$ cat config.mk
export PLATFORM = sky130hd
export DESIGN_NAME = round_robin_group_task_queue
export DESIGN_NICKNAME = d
export VERILOG_FILES = /design/src/rtl/rrgtq_pkg.sv /design/src/rtl/round_robin_group_task_queue.sv /design/src/rtl/rrgtq_store.sv /design/src/rtl/rrgtq_ctrl.sv
export VERILOG_INCLUDE_DIRS = /design/src /design/src/rtl
export SDC_FILE = /design/constraint.sdc
export NUM_CORES = 2
export LEC_CHECK = 0
export BUFFER_PORTS_ARGS = -buffer_cell sky130_fd_sc_hd__buf_2
export CORE_ASPECT_RATIO = 1.4
export CORE_UTILIZATION = 34
export CTS_BUF_LIST = sky130_fd_sc_hd__clkbuf_8
export CTS_CLUSTER_SIZE = 24
export DETAILED_ROUTE_END_ITERATION = 10
export HOLD_SLACK_MARGIN = 0.08
export PLACE_DENSITY = 0.58
export RECOVER_POWER = 100
export SYNTH_ARGS = -nofsm -noshare
export SYNTH_HDL_FRONTEND = slang
export SYNTH_SLANG_ARGS = --single-unit
$ cat constraint.sdc
create_clock -name i_clk -period 16.35 [get_ports i_clk]
set_clock_uncertainty 0.2 [all_clocks]
set_input_delay 3.27 -clock i_clk [delete_from_list [all_inputs] [get_ports i_clk]]
set_output_delay 3.27 -clock i_clk [all_outputs]
set_load 0.03 [all_outputs]
$ cat src/rtl/assert_macros.svh
// Assertion helper macros used by the queue controller.
`ifndef ASSERT_MACROS_SVH
`define ASSERT_MACROS_SVH
`ifndef NO_ASSERTIONS
`define ASSERT_CLK(label, clk, rst_n, prop, msg) \
    label: assert property (@(posedge clk) disable iff (!rst_n) (prop)) else $error(msg);
`define ASSERT_NORST(label, clk, prop, msg) \
    label: assert property (@(posedge clk) (prop)) else $error(msg);
`else
`define ASSERT_CLK(label, clk, rst_n, prop, msg)
`define ASSERT_NORST(label, clk, prop, msg)
`endif
`endif

$ cat src/rtl/rrgtq_pkg.sv
package rrgtq_pkg;

    localparam int MAX_GROUPS = 16;
    localparam int MAX_TASKS  = 64;
    localparam int GW = $clog2(MAX_GROUPS);
    localparam int TW = $clog2(MAX_TASKS);
    localparam int GCW = $clog2(MAX_GROUPS + 1);

    typedef enum logic [1:0] {
        K_CREATE = 2'd0,
        K_REMOVE = 2'd1,
        K_LOOKUP = 2'd2,
        K_NONE   = 2'd3
    } t_kind;

    typedef enum logic [1:0] {
        ST_OK        = 2'd0,
        ST_EMPTY     = 2'd1,
        ST_NOT_FOUND = 2'd2,
        ST_FULL      = 2'd3
    } t_status;

    typedef struct packed {
        logic [1:0]  kind;
        logic [31:0] group_id;
        logic [21:0] task_id;
    } t_in;

    typedef struct packed {
        logic [1:0]  status;
        logic [31:0] found_group;
    } t_out;

    // Group table entry: identifier and FIFO head and tail task slots.
    typedef struct packed {
        logic [31:0]   ident;
        logic [TW-1:0] first;
        logic [TW-1:0] last;
    } t_grp;

    // Task table entry: identifier and next slot in the same FIFO.
    typedef struct packed {
        logic [21:0]   ident;
        logic [TW-1:0] link;
    } t_tsk;

    // Memory access bundle from the sequencer to the storage.
    typedef struct packed {
        logic          g_we;
        logic [GW-1:0] g_waddr;
        t_grp          g_wdata;
        logic [GW-1:0] g_raddr;
        logic          r_we;
        logic [GW-1:0] r_waddr;
        logic [GW-1:0] r_wdata;
        logic [GW-1:0] r_raddr;
        logic          t_we;
        logic [TW-1:0] t_waddr;
        t_tsk          t_wdata;
        logic [TW-1:0] t_raddr;
    } t_mem_req;

    typedef struct packed {
        t_grp          g_rdata;
        logic [GW-1:0] r_rdata;
        t_tsk          t_rdata;
    } t_mem_rsp;

    typedef enum logic [3:0] {
        S_IDLE,
        S_CSCAN,
        S_CSCAN_W,
        S_CFREE,
        S_CNEW,
        S_CAPP,
        S_RRING,
        S_RGRP,
        S_RTASK,
        S_LRING,
        S_LGRP,
        S_LTASK,
        S_DONE
    } t_state;

endpackage

$ cat src/rtl/round_robin_group_task_queue.sv
// Round-robin queue of task FIFOs, one FIFO per group.
// Input channel i_valid/o_ready carries one t_in beat: kind, group_id, task_id.
// Output channel o_valid/i_ready returns exactly one t_out beat per input beat.
// Items are handled one at a time; a new beat is taken only once the previous
// result has been taken by the receiver, at the earliest in the cycle after.
// Steps, each issuing registered memory reads in the sequencer:
//   remove: head ring slot, then group entry, then head task; unused kind
//   or empty ring: answered from idle with no memory read.
//   create: ring groups are scanned until a hit (ring slot, then group entry),
//   then free task and group slots are searched, then the result is issued.
//   Appending to an existing group then reads back and rewrites the
//   previous tail before the next beat can be accepted.
//   lookup: each ring group in turn, then each task of its FIFO.
// Reset (synchronous, active low) empties the ring and frees all group and
// task slots at once through valid bits; no clearing pass is needed.
// When the receiver stalls, the result is held and no new beat is accepted.
module round_robin_group_task_queue
    import rrgtq_pkg::*;
(
    input  logic i_clk,
    input  logic i_rst_n,
    input  logic i_valid,
    output logic o_ready,
    input  t_in  i_data,
    output logic o_valid,
    input  logic i_ready,
    output t_out o_data
);

    t_mem_req mem_req;
    t_mem_rsp mem_rsp;

    rrgtq_ctrl u_ctrl (
        .i_clk   (i_clk),
        .i_rst_n (i_rst_n),
        .i_valid (i_valid),
        .o_ready (o_ready),
        .i_data  (i_data),
        .o_valid (o_valid),
        .i_ready (i_ready),
        .o_data  (o_data),
        .o_req   (mem_req),
        .i_rsp   (mem_rsp)
    );

    rrgtq_store u_store (
        .i_clk (i_clk),
        .i_req (mem_req),
        .o_rsp (mem_rsp)
    );

endmodule

$ cat src/rtl/rrgtq_store.sv
module rrgtq_store
    import rrgtq_pkg::*;
(
    input  logic     i_clk,
    input  t_mem_req i_req,
    output t_mem_rsp o_rsp
);

    t_grp          group_mem [MAX_GROUPS];
    logic [GW-1:0] ring_mem  [MAX_GROUPS];
    t_tsk          task_mem  [MAX_TASKS];

    // Group table, ring of group slots and task table: each has one write
    // and one registered read per cycle.
    always_ff @(posedge i_clk) begin
        if (i_req.g_we) begin
            group_mem[i_req.g_waddr] <= i_req.g_wdata;
        end
        if (i_req.r_we) begin
            ring_mem[i_req.r_waddr] <= i_req.r_wdata;
        end
        if (i_req.t_we) begin
            task_mem[i_req.t_waddr] <= i_req.t_wdata;
        end
        o_rsp.g_rdata <= group_mem[i_req.g_raddr];
        o_rsp.r_rdata <= ring_mem[i_req.r_raddr];
        o_rsp.t_rdata <= task_mem[i_req.t_raddr];
    end

endmodule

$ cat src/rtl/rrgtq_ctrl.sv
module rrgtq_ctrl
    import rrgtq_pkg::*;
(
    input  logic     i_clk,
    input  logic     i_rst_n,
    input  logic     i_valid,
    output logic     o_ready,
    input  t_in      i_data,
    output logic     o_valid,
    input  logic     i_ready,
    output t_out     o_data,
    output t_mem_req o_req,
    input  t_mem_rsp i_rsp
);

    `include "assert_macros.svh"

    t_state                r_state, n_state;
    t_in                   r_cmd, n_cmd;
    logic [MAX_GROUPS-1:0] r_gvalid, n_gvalid;
    logic [MAX_TASKS-1:0]  r_tused, n_tused;
    logic [GW-1:0]         r_front, n_front;
    logic [GCW-1:0]        r_size, n_size;
    logic [GCW-1:0]        r_idx, n_idx;
    logic [GW-1:0]         r_gslot, n_gslot;
    t_grp                  r_grp, n_grp;
    logic [TW-1:0]         r_tslot, n_tslot;
    logic [TW:0]           r_tcnt, n_tcnt;
    logic                  r_found, n_found;
    logic [TW-1:0]         r_fslot, n_fslot;
    logic                  r_tfree, n_tfree;
    logic [GW-1:0]         r_fgslot, n_fgslot;
    logic                  r_gfree, n_gfree;
    logic [TW:0]           r_scan, n_scan;
    logic                  r_ovalid, n_ovalid;
    t_out                  r_out, n_out;

    logic [GW-1:0] ring_pos;
    logic [GW-1:0] tail_pos;

    assign o_ready = (r_state == S_IDLE) && !r_ovalid;
    assign o_valid = r_ovalid;
    assign o_data  = r_out;
    assign ring_pos = r_front + r_idx[GW-1:0];
    assign tail_pos = r_front + r_size[GW-1:0];

    // Control registers.
    always_ff @(posedge i_clk) begin
        if (!i_rst_n) begin
            r_state  <= S_IDLE;
            r_gvalid <= '0;
            r_tused  <= '0;
            r_front  <= '0;
            r_size   <= '0;
            r_ovalid <= 1'b0;
        end else begin
            r_state  <= n_state;
            r_gvalid <= n_gvalid;
            r_tused  <= n_tused;
            r_front  <= n_front;
            r_size   <= n_size;
            r_ovalid <= n_ovalid;
        end
    end

    // Working registers.
    always_ff @(posedge i_clk) begin
        r_cmd    <= n_cmd;
        r_idx    <= n_idx;
        r_gslot  <= n_gslot;
        r_grp    <= n_grp;
        r_tslot  <= n_tslot;
        r_tcnt   <= n_tcnt;
        r_found  <= n_found;
        r_fslot  <= n_fslot;
        r_tfree  <= n_tfree;
        r_fgslot <= n_fgslot;
        r_gfree  <= n_gfree;
        r_scan   <= n_scan;
        r_out    <= n_out;
    end

    // Sequencer: each step issues reads whose data returns the next cycle.
    always_comb begin
        n_state  = r_state;
        n_cmd    = r_cmd;
        n_gvalid = r_gvalid;
        n_tused  = r_tused;
        n_front  = r_front;
        n_size   = r_size;
        n_idx    = r_idx;
        n_gslot  = r_gslot;
        n_grp    = r_grp;
        n_tslot  = r_tslot;
        n_tcnt   = r_tcnt;
        n_found  = r_found;
        n_fslot  = r_fslot;
        n_tfree  = r_tfree;
        n_fgslot = r_fgslot;
        n_gfree  = r_gfree;
        n_scan   = r_scan;
        n_ovalid = r_ovalid;
        n_out    = r_out;
        o_req    = '0;
        o_req.r_raddr = ring_pos;
        o_req.g_raddr = i_rsp.r_rdata;
        o_req.t_raddr = r_tslot;

        if (r_ovalid && i_ready) begin
            n_ovalid = 1'b0;
        end

        unique case (r_state)
            S_IDLE: begin
                if (i_valid && o_ready) begin
                    n_cmd   = i_data;
                    n_idx   = '0;
                    n_found = 1'b0;
                    n_scan  = '0;
                    n_tfree = 1'b0;
                    n_gfree = 1'b0;
                    unique case (t_kind'(i_data.kind))
                        K_CREATE: n_state = S_CSCAN;
                        K_REMOVE: begin
                            if (r_size == '0) begin
                                n_out    = '{status: ST_EMPTY, found_group: '0};
                                n_ovalid = 1'b1;
                            end else begin
                                n_state = S_RRING;
                            end
                        end
                        K_LOOKUP: n_state = S_LRING;
                        default: begin
                            n_out    = '{status: ST_OK, found_group: '0};
                            n_ovalid = 1'b1;
                        end
                    endcase
                end
            end

            // Create: ring slot read issued for the group at the scan index.
            S_CSCAN: begin
                if (r_idx >= r_size) begin
                    n_state = S_CFREE;
                end else begin
                    n_state = S_CSCAN_W;
                end
                o_req.r_raddr = ring_pos;
            end

            S_CSCAN_W: begin
                // Ring data is valid now; group read issued with it.
                n_gslot = i_rsp.r_rdata;
                n_state = S_CAPP;
                o_req.g_raddr = i_rsp.r_rdata;
            end

            S_CAPP: begin
                if (r_found) begin
                    // Group hit; append after free slot search.
                    n_state = S_CFREE;
                end else if (r_gvalid[r_gslot] && i_rsp.g_rdata.ident == r_cmd.group_id) begin
                    n_found = 1'b1;
                    n_grp   = i_rsp.g_rdata;
                    n_state = S_CFREE;
                end else begin
                    n_idx   = r_idx + 1'b1;
                    n_state = S_CSCAN;
                end
            end

            // Find lowest free task and group slots, one index per cycle.
            S_CFREE: begin
                if (!r_tfree && r_scan < (TW+1)'(MAX_TASKS)) begin
                    if (!r_tused[r_scan[TW-1:0]]) begin
                        n_tfree = 1'b1;
                        n_fslot = r_scan[TW-1:0];
                    end
                end
                if (!r_gfree && r_scan < (TW+1)'(MAX_GROUPS)) begin
                    if (!r_gvalid[r_scan[GW-1:0]]) begin
                        n_gfree  = 1'b1;
                        n_fgslot = r_scan[GW-1:0];
                    end
                end
                n_scan = r_scan + 1'b1;
                if (r_scan >= (TW+1)'(MAX_TASKS - 1) || (n_tfree && (n_gfree || r_found))) begin
                    n_state = S_CNEW;
                end
            end

            S_CNEW: begin
                n_out    = '{status: ST_OK, found_group: '0};
                n_ovalid = 1'b1;
                n_state  = S_IDLE;
                if (!r_tfree) begin
                    n_out.status = ST_FULL;
                end else if (!r_found && (!r_gfree || r_size >= GCW'(MAX_GROUPS))) begin
                    n_out.status = ST_FULL;
                end else begin
                    n_tused[r_fslot] = 1'b1;
                    o_req.t_we    = 1'b1;
                    o_req.t_waddr = r_fslot;
                    o_req.t_wdata = '{ident: r_cmd.task_id, link: r_fslot};
                    o_req.g_we    = 1'b1;
                    if (r_found) begin
                        o_req.g_waddr = r_gslot;
                        o_req.g_wdata = '{ident: r_grp.ident, first: r_grp.first,
                                          last: r_fslot};
                        n_tslot = r_grp.last;
                        n_tcnt  = '0;
                        n_state = S_DONE;
                    end else begin
                        n_gvalid[r_fgslot] = 1'b1;
                        o_req.g_waddr = r_fgslot;
                        o_req.g_wdata = '{ident: r_cmd.group_id, first: r_fslot,
                                          last: r_fslot};
                        o_req.r_we    = 1'b1;
                        o_req.r_waddr = tail_pos;
                        o_req.r_wdata = r_fgslot;
                        n_size = r_size + 1'b1;
                    end
                end
            end

            // Link previous tail to the new task: read it back then rewrite.
            S_DONE: begin
                o_req.t_we    = 1'b1;
                o_req.t_waddr = r_tslot;
                o_req.t_wdata = '{ident: i_rsp.t_rdata.ident, link: r_fslot};
                n_state = (r_cmd.kind == K_CREATE && r_tcnt == '0) ? S_DONE : S_IDLE;
                if (r_tcnt == '0) begin
                    // First visit only waits for the read.
                    o_req.t_we = 1'b0;
                    n_tcnt = (TW+1)'(1);
                end else begin
                    n_tcnt = '0;
                end
                o_req.t_raddr = r_tslot;
            end

            // Remove: read head ring slot, then group entry.
            S_RRING: begin
                o_req.r_raddr = r_front;
                n_state = S_RGRP;
            end

            S_RGRP: begin
                n_gslot = i_rsp.r_rdata;
                o_req.g_raddr = i_rsp.r_rdata;
                n_state = S_RTASK;
                n_tcnt  = '0;
            end

            S_RTASK: begin
                if (r_tcnt == '0) begin
                    n_grp   = i_rsp.g_rdata;
                    n_tslot = i_rsp.g_rdata.first;
                    n_tcnt  = (TW+1)'(1);
                end else begin
                    n_tused[r_grp.first] = 1'b0;
                    n_out    = '{status: ST_OK, found_group: r_grp.ident};
                    n_ovalid = 1'b1;
                    n_state  = S_IDLE;
                    n_front  = r_front + 1'b1;
                    if (r_grp.first == r_grp.last) begin
                        n_gvalid[r_gslot] = 1'b0;
                        n_size = r_size - 1'b1;
                    end else begin
                        o_req.g_we    = 1'b1;
                        o_req.g_waddr = r_gslot;
                        o_req.g_wdata = '{ident: r_grp.ident, first: i_rsp.t_rdata.link,
                                          last: r_grp.last};
                        o_req.r_we    = 1'b1;
                        o_req.r_waddr = tail_pos;
                        o_req.r_wdata = r_gslot;
                    end
                end
                o_req.t_raddr = n_tslot;
            end

            // Lookup: walk the ring, and each group's FIFO.
            S_LRING: begin
                if (r_idx >= r_size) begin
                    n_out    = '{status: ST_NOT_FOUND, found_group: '0};
                    n_ovalid = 1'b1;
                    n_state  = S_IDLE;
                end else begin
                    o_req.r_raddr = ring_pos;
                    n_state = S_LGRP;
                    n_tcnt  = '0;
                end
            end

            S_LGRP: begin
                if (r_tcnt == '0) begin
                    o_req.g_raddr = i_rsp.r_rdata;
                    n_gslot = i_rsp.r_rdata;
                    n_tcnt  = (TW+1)'(1);
                end else begin
                    n_grp   = i_rsp.g_rdata;
                    n_tslot = i_rsp.g_rdata.first;
                    o_req.t_raddr = i_rsp.g_rdata.first;
                    n_tcnt  = '0;
                    n_state = S_LTASK;
                end
            end

            S_LTASK: begin
                if (r_tused[r_tslot] && i_rsp.t_rdata.ident == r_cmd.task_id) begin
                    n_out    = '{status: ST_OK, found_group: r_grp.ident};
                    n_ovalid = 1'b1;
                    n_state  = S_IDLE;
                end else if (r_tslot == r_grp.last || r_tcnt == (TW+1)'(MAX_TASKS - 1)) begin
                    n_idx   = r_idx + 1'b1;
                    n_state = S_LRING;
                end else begin
                    n_tslot = i_rsp.t_rdata.link;
                    o_req.t_raddr = i_rsp.t_rdata.link;
                    n_tcnt  = r_tcnt + 1'b1;
                end
            end

            default: n_state = S_IDLE;
        endcase
    end

    `ASSERT_CLK(a_size_range, i_clk, i_rst_n, r_size <= GCW'(MAX_GROUPS),
        "ring size exceeds group capacity")
    `ASSERT_CLK(a_busy_not_ready, i_clk, i_rst_n,
        (r_state != S_IDLE) |-> !o_ready, "ready while busy")
    `ASSERT_CLK(a_out_hold, i_clk, i_rst_n,
        (r_ovalid && !i_ready) |=> (r_ovalid && $stable(r_out)), "result dropped")
    `ASSERT_CLK(a_size_valid, i_clk, i_rst_n,
        (r_state == S_IDLE) |-> (r_size == GCW'($countones(r_gvalid))),
        "ring size disagrees with valid groups")

endmodule

==> key figures <==
Critical path
  • Worst path bufs/invs: 4
  • Required @ worst endpoint: 17,030 ps
  • CP most frequent cell: clkbuf_1
  • Kind of critical path: register to register
  • Startpoint Class: register
  • Worst-path maximum fanout: 68
  • Worst path max stage delay: 3340 ps
  • Data arrival, critical path: 11,880 ps
  • Cell family with most CP delay: buffers and inverters
  • Crit path depth: 15
  • Worst setup EP type: register
  • Crit-path cells: clkbuf_1 > mux4_2 > nor3b_1 > a41oi_1 > nand4_1 > a31oi_1 > clkbuf_1 > a31oi_1 > nand2b_4 > clkbuf_1 > buf_4 > nand3_1 > a21oi_1 > or4_1 > nand4_1
  • Worst Reg2Reg Path Length in Cells: 15
  • CP max-delay cell: clkbuf_1

Detailed routing
  • Final ANT Viol Nets: 0
  • Drt wl/cell: 26.8 um
  • First-pass DRT Iterations: 8
  • Vias per cell: 5.43
  • Initial DRC count: 6,893
  • WL met2: 170 mm
  • Met1 WL: 129 mm
  • Vias: 69.0k
  • Top layer in use: met5
  • Routed WL: 341 mm
  • DRC: 0
  • Met3 routed WL: 25.2 mm

Place
  • Final GP Congestion: 0.842
  • PortBufs: 95
  • HPWL after detailed placement: 183 mm

Outcome
  • Violated checks: max-capacitance violations, max-slew violations
  • Status: complete, but fails checks

Power
  • Worst VDD drop: 0.000119 V
  • Power density over cell area: 148 mW/mm^2
  • Leak: 42.8 nW

Synthesis
  • #FFs+latches synth: 2,906
  • Post-Syn Area per Cell: 15.2 um^2
  • Post-synth EDFFs: 2,736
  • Syn nets: 7,693
  • Ys Warns: 0
  • Synth Instances: 7,606
  • Most used DFF post-synth: edfxtp_1
  • Synth async-reset ratio: 0%
  • Seq/Total Area, Yosys: 74.2%
  • Library cells used by synthesis: 81
  • Post-Syn Area: 0.115 mm^2

Timing
  • F_max: 89.3 MHz
  • Final setup TNS: 0 ps
  • # setup viols final: 0
  • Period Utilization, post-route: 68.5%
  • Pins Over Slew Limit: 4,707
  • Clock period minus final worst setup slack: 11,200 ps
  • RSZ-0062 raised after global routing: no
  • Max-slew headroom: -217%
  • Final Hold Fails: 0
  • Worst-Margin Slew: 4760 ps
  • Hold slack: 202 ps

Cells and area
  • Filler cells: 31.4k
  • Register area: 0.0856 mm^2
  • Utilization after layout: 38.4%
  • Multi-input logic area: 0.0282 mm^2
  • Share of layout cells above drive strength 1: 12.4%
  • P&R area growth vs syn: 12.3%
  • Post-layout nets: 7,964

Clock tree
  • Worst-skew pair later-pin latency: 1090 ps
  • CTS Hold Bufs: 0
  • CTS HTree Levels: 5
  • CTS Buffer Depth: 4
  • Clk slew on worst S/H paths: 70 ps
  • CTS tree: yes
  • # Post-CTS Setup Buffers: 0
  • Clock Tree Root: clkbuf_8
  • # resized after CTS: 0
  • Clk sinks: 2,906
  • CTS buffer count: 454

Floorplanning
  • Core Box Area: 0.337 mm^2
  • Chip width: 494 um
  • Initial core utilization: 34.2%
  • I/O Pins: 96
  • Full die area: 0.341 mm^2
  • Die Ht: 691 um
  • Num rows: 252

Global route
  • Via count of the first global-routing pass: 70.1k
  • Largest net degree at the start of global routing: 197
  • First-pass GRT wire length: 489 mm
  • Initial antenna violation count: 12
  • Tot GR Track Use: 19.5%
  • Grt ovf: 0

Hold path
  • Hold WC Path Type: register to register
  • Worst hold stages: 0

Run
  • Max-cap violation count: 131
-- synth_stat cells, types with 102 or more instances --
cell / number / area share [%]
edfxtp_1: 2736 / 71
a21oi_1: 372 / 1.6
dfxtp_1: 170 / 3.0
mux2i_1: 283 / 2.5
nand3_1: 703 / 3.1
mux4_2: 269 / 5.3
nor2_1: 177 / 0.58
buf_2: 102 / 0.44
o21ai_0: 116 / 0.50
clkbuf_1: 264 / 0.86
nand2_1: 1487 / 4.8
-- cell families after synthesis --
group / after synthesis / share of synthesized area [%]
flops: 2906 / 74.2
simple gates: 2693 / 10.4
compound gates: 839 / 4.73
mux: 560 / 7.79
buf+inv: 487 / 1.79
xor+xnor: 94 / 0.714
fa+ha+maj: 27 / 0.313
-- path summary, 6_finish.rpt --
kind                                         from           endpoint  slack (ps)
worst max register to register  u_ctrl.r_tslot[0]  u_store.o_rsp[11]        5150
worst min register to register  u_store.o_rsp[36]    u_ctrl.r_grp[4]         200
worst min-delay path            u_store.o_rsp[36]    u_ctrl.r_grp[4]         200
worst max-delay path            u_ctrl.r_tslot[0]  u_store.o_rsp[11]        5150
-- final cells by class --
class	instances	area share, %
clock inverter	335	1.41
inverter	34	0.0995
sequential	2906	66.1
antenna	7	0.0135
clock buffer	492	5.23
multi-input combinational	4213	21.8
tap	4445	4.30
timing repair buffer	268	1.06
-- power breakdown --
group | leakage, nW | internal [W] | switching (W)
logic | 11.9 | 0.00153 | 0.00287
registers | 25.8 | 0.00860 | 0.000363
clock network | 5.04 | 0.00296 | 0.00289
-- sequential cells by signal, summed over array words and instances (netlist names), 6 cells and up --
name,cells
u_ctrl.o_data,34
u_ctrl.r_cmd,56
u_ctrl.r_fslot,6
u_ctrl.r_grp,44
u_ctrl.r_gvalid,16
u_ctrl.r_scan,7
u_ctrl.r_tcnt,7
u_ctrl.r_tslot,6
u_ctrl.r_tused,64
u_store.group_mem,704
u_store.o_rsp,76
u_store.ring_mem,64
u_store.task_mem,1792
-- layout by cell type, fill, tap and decap left out, types with 26 or more instances in the layout --
master    count
edfxtp_1   2736
nand2_1    1485
nand3_1     702
clkbuf_8    492
a21oi_1     372
mux2i_1     282
mux4_2      269
inv_1       206
clkbuf_1    191
dfxtp_1     170
o21ai_0     117
nor2_1      113
clkinv_1     86
or4_1        82
a221o_1      82
a21boi_0     82
xnor2_1      68
nor2_4       65
a22o_1       52
nand4_1      48
clkinv_2     42
buf_4        40
and2_0       34
a221oi_1     29
or4b_1       28
nor3_1       28
xor2_1       26
-- per-stage QoR --
stage	instances	setup WS [ps]	power, W	cell area, um^2
global placement	11900	9240	0.0135	122000
floorplan	7606	10090	0.0118	115000
detailed placement	11900	9190	0.0135	122000
global route	12700	4920	0.0199	129000
CTS	12700	9120	0.0193	130000
finish	12700	5150	0.0192	129000
-- layer usage --
layer | vias to the layer above | GRT usage, %
li1 | 29600 | -
met3 | 749 | 3.53
met5 | - | 0
met1 | 35600 | 23.7
met4 | 6 | 8.80
met2 | 3073 | 33.6
Power figures use the tool's default switching activity.
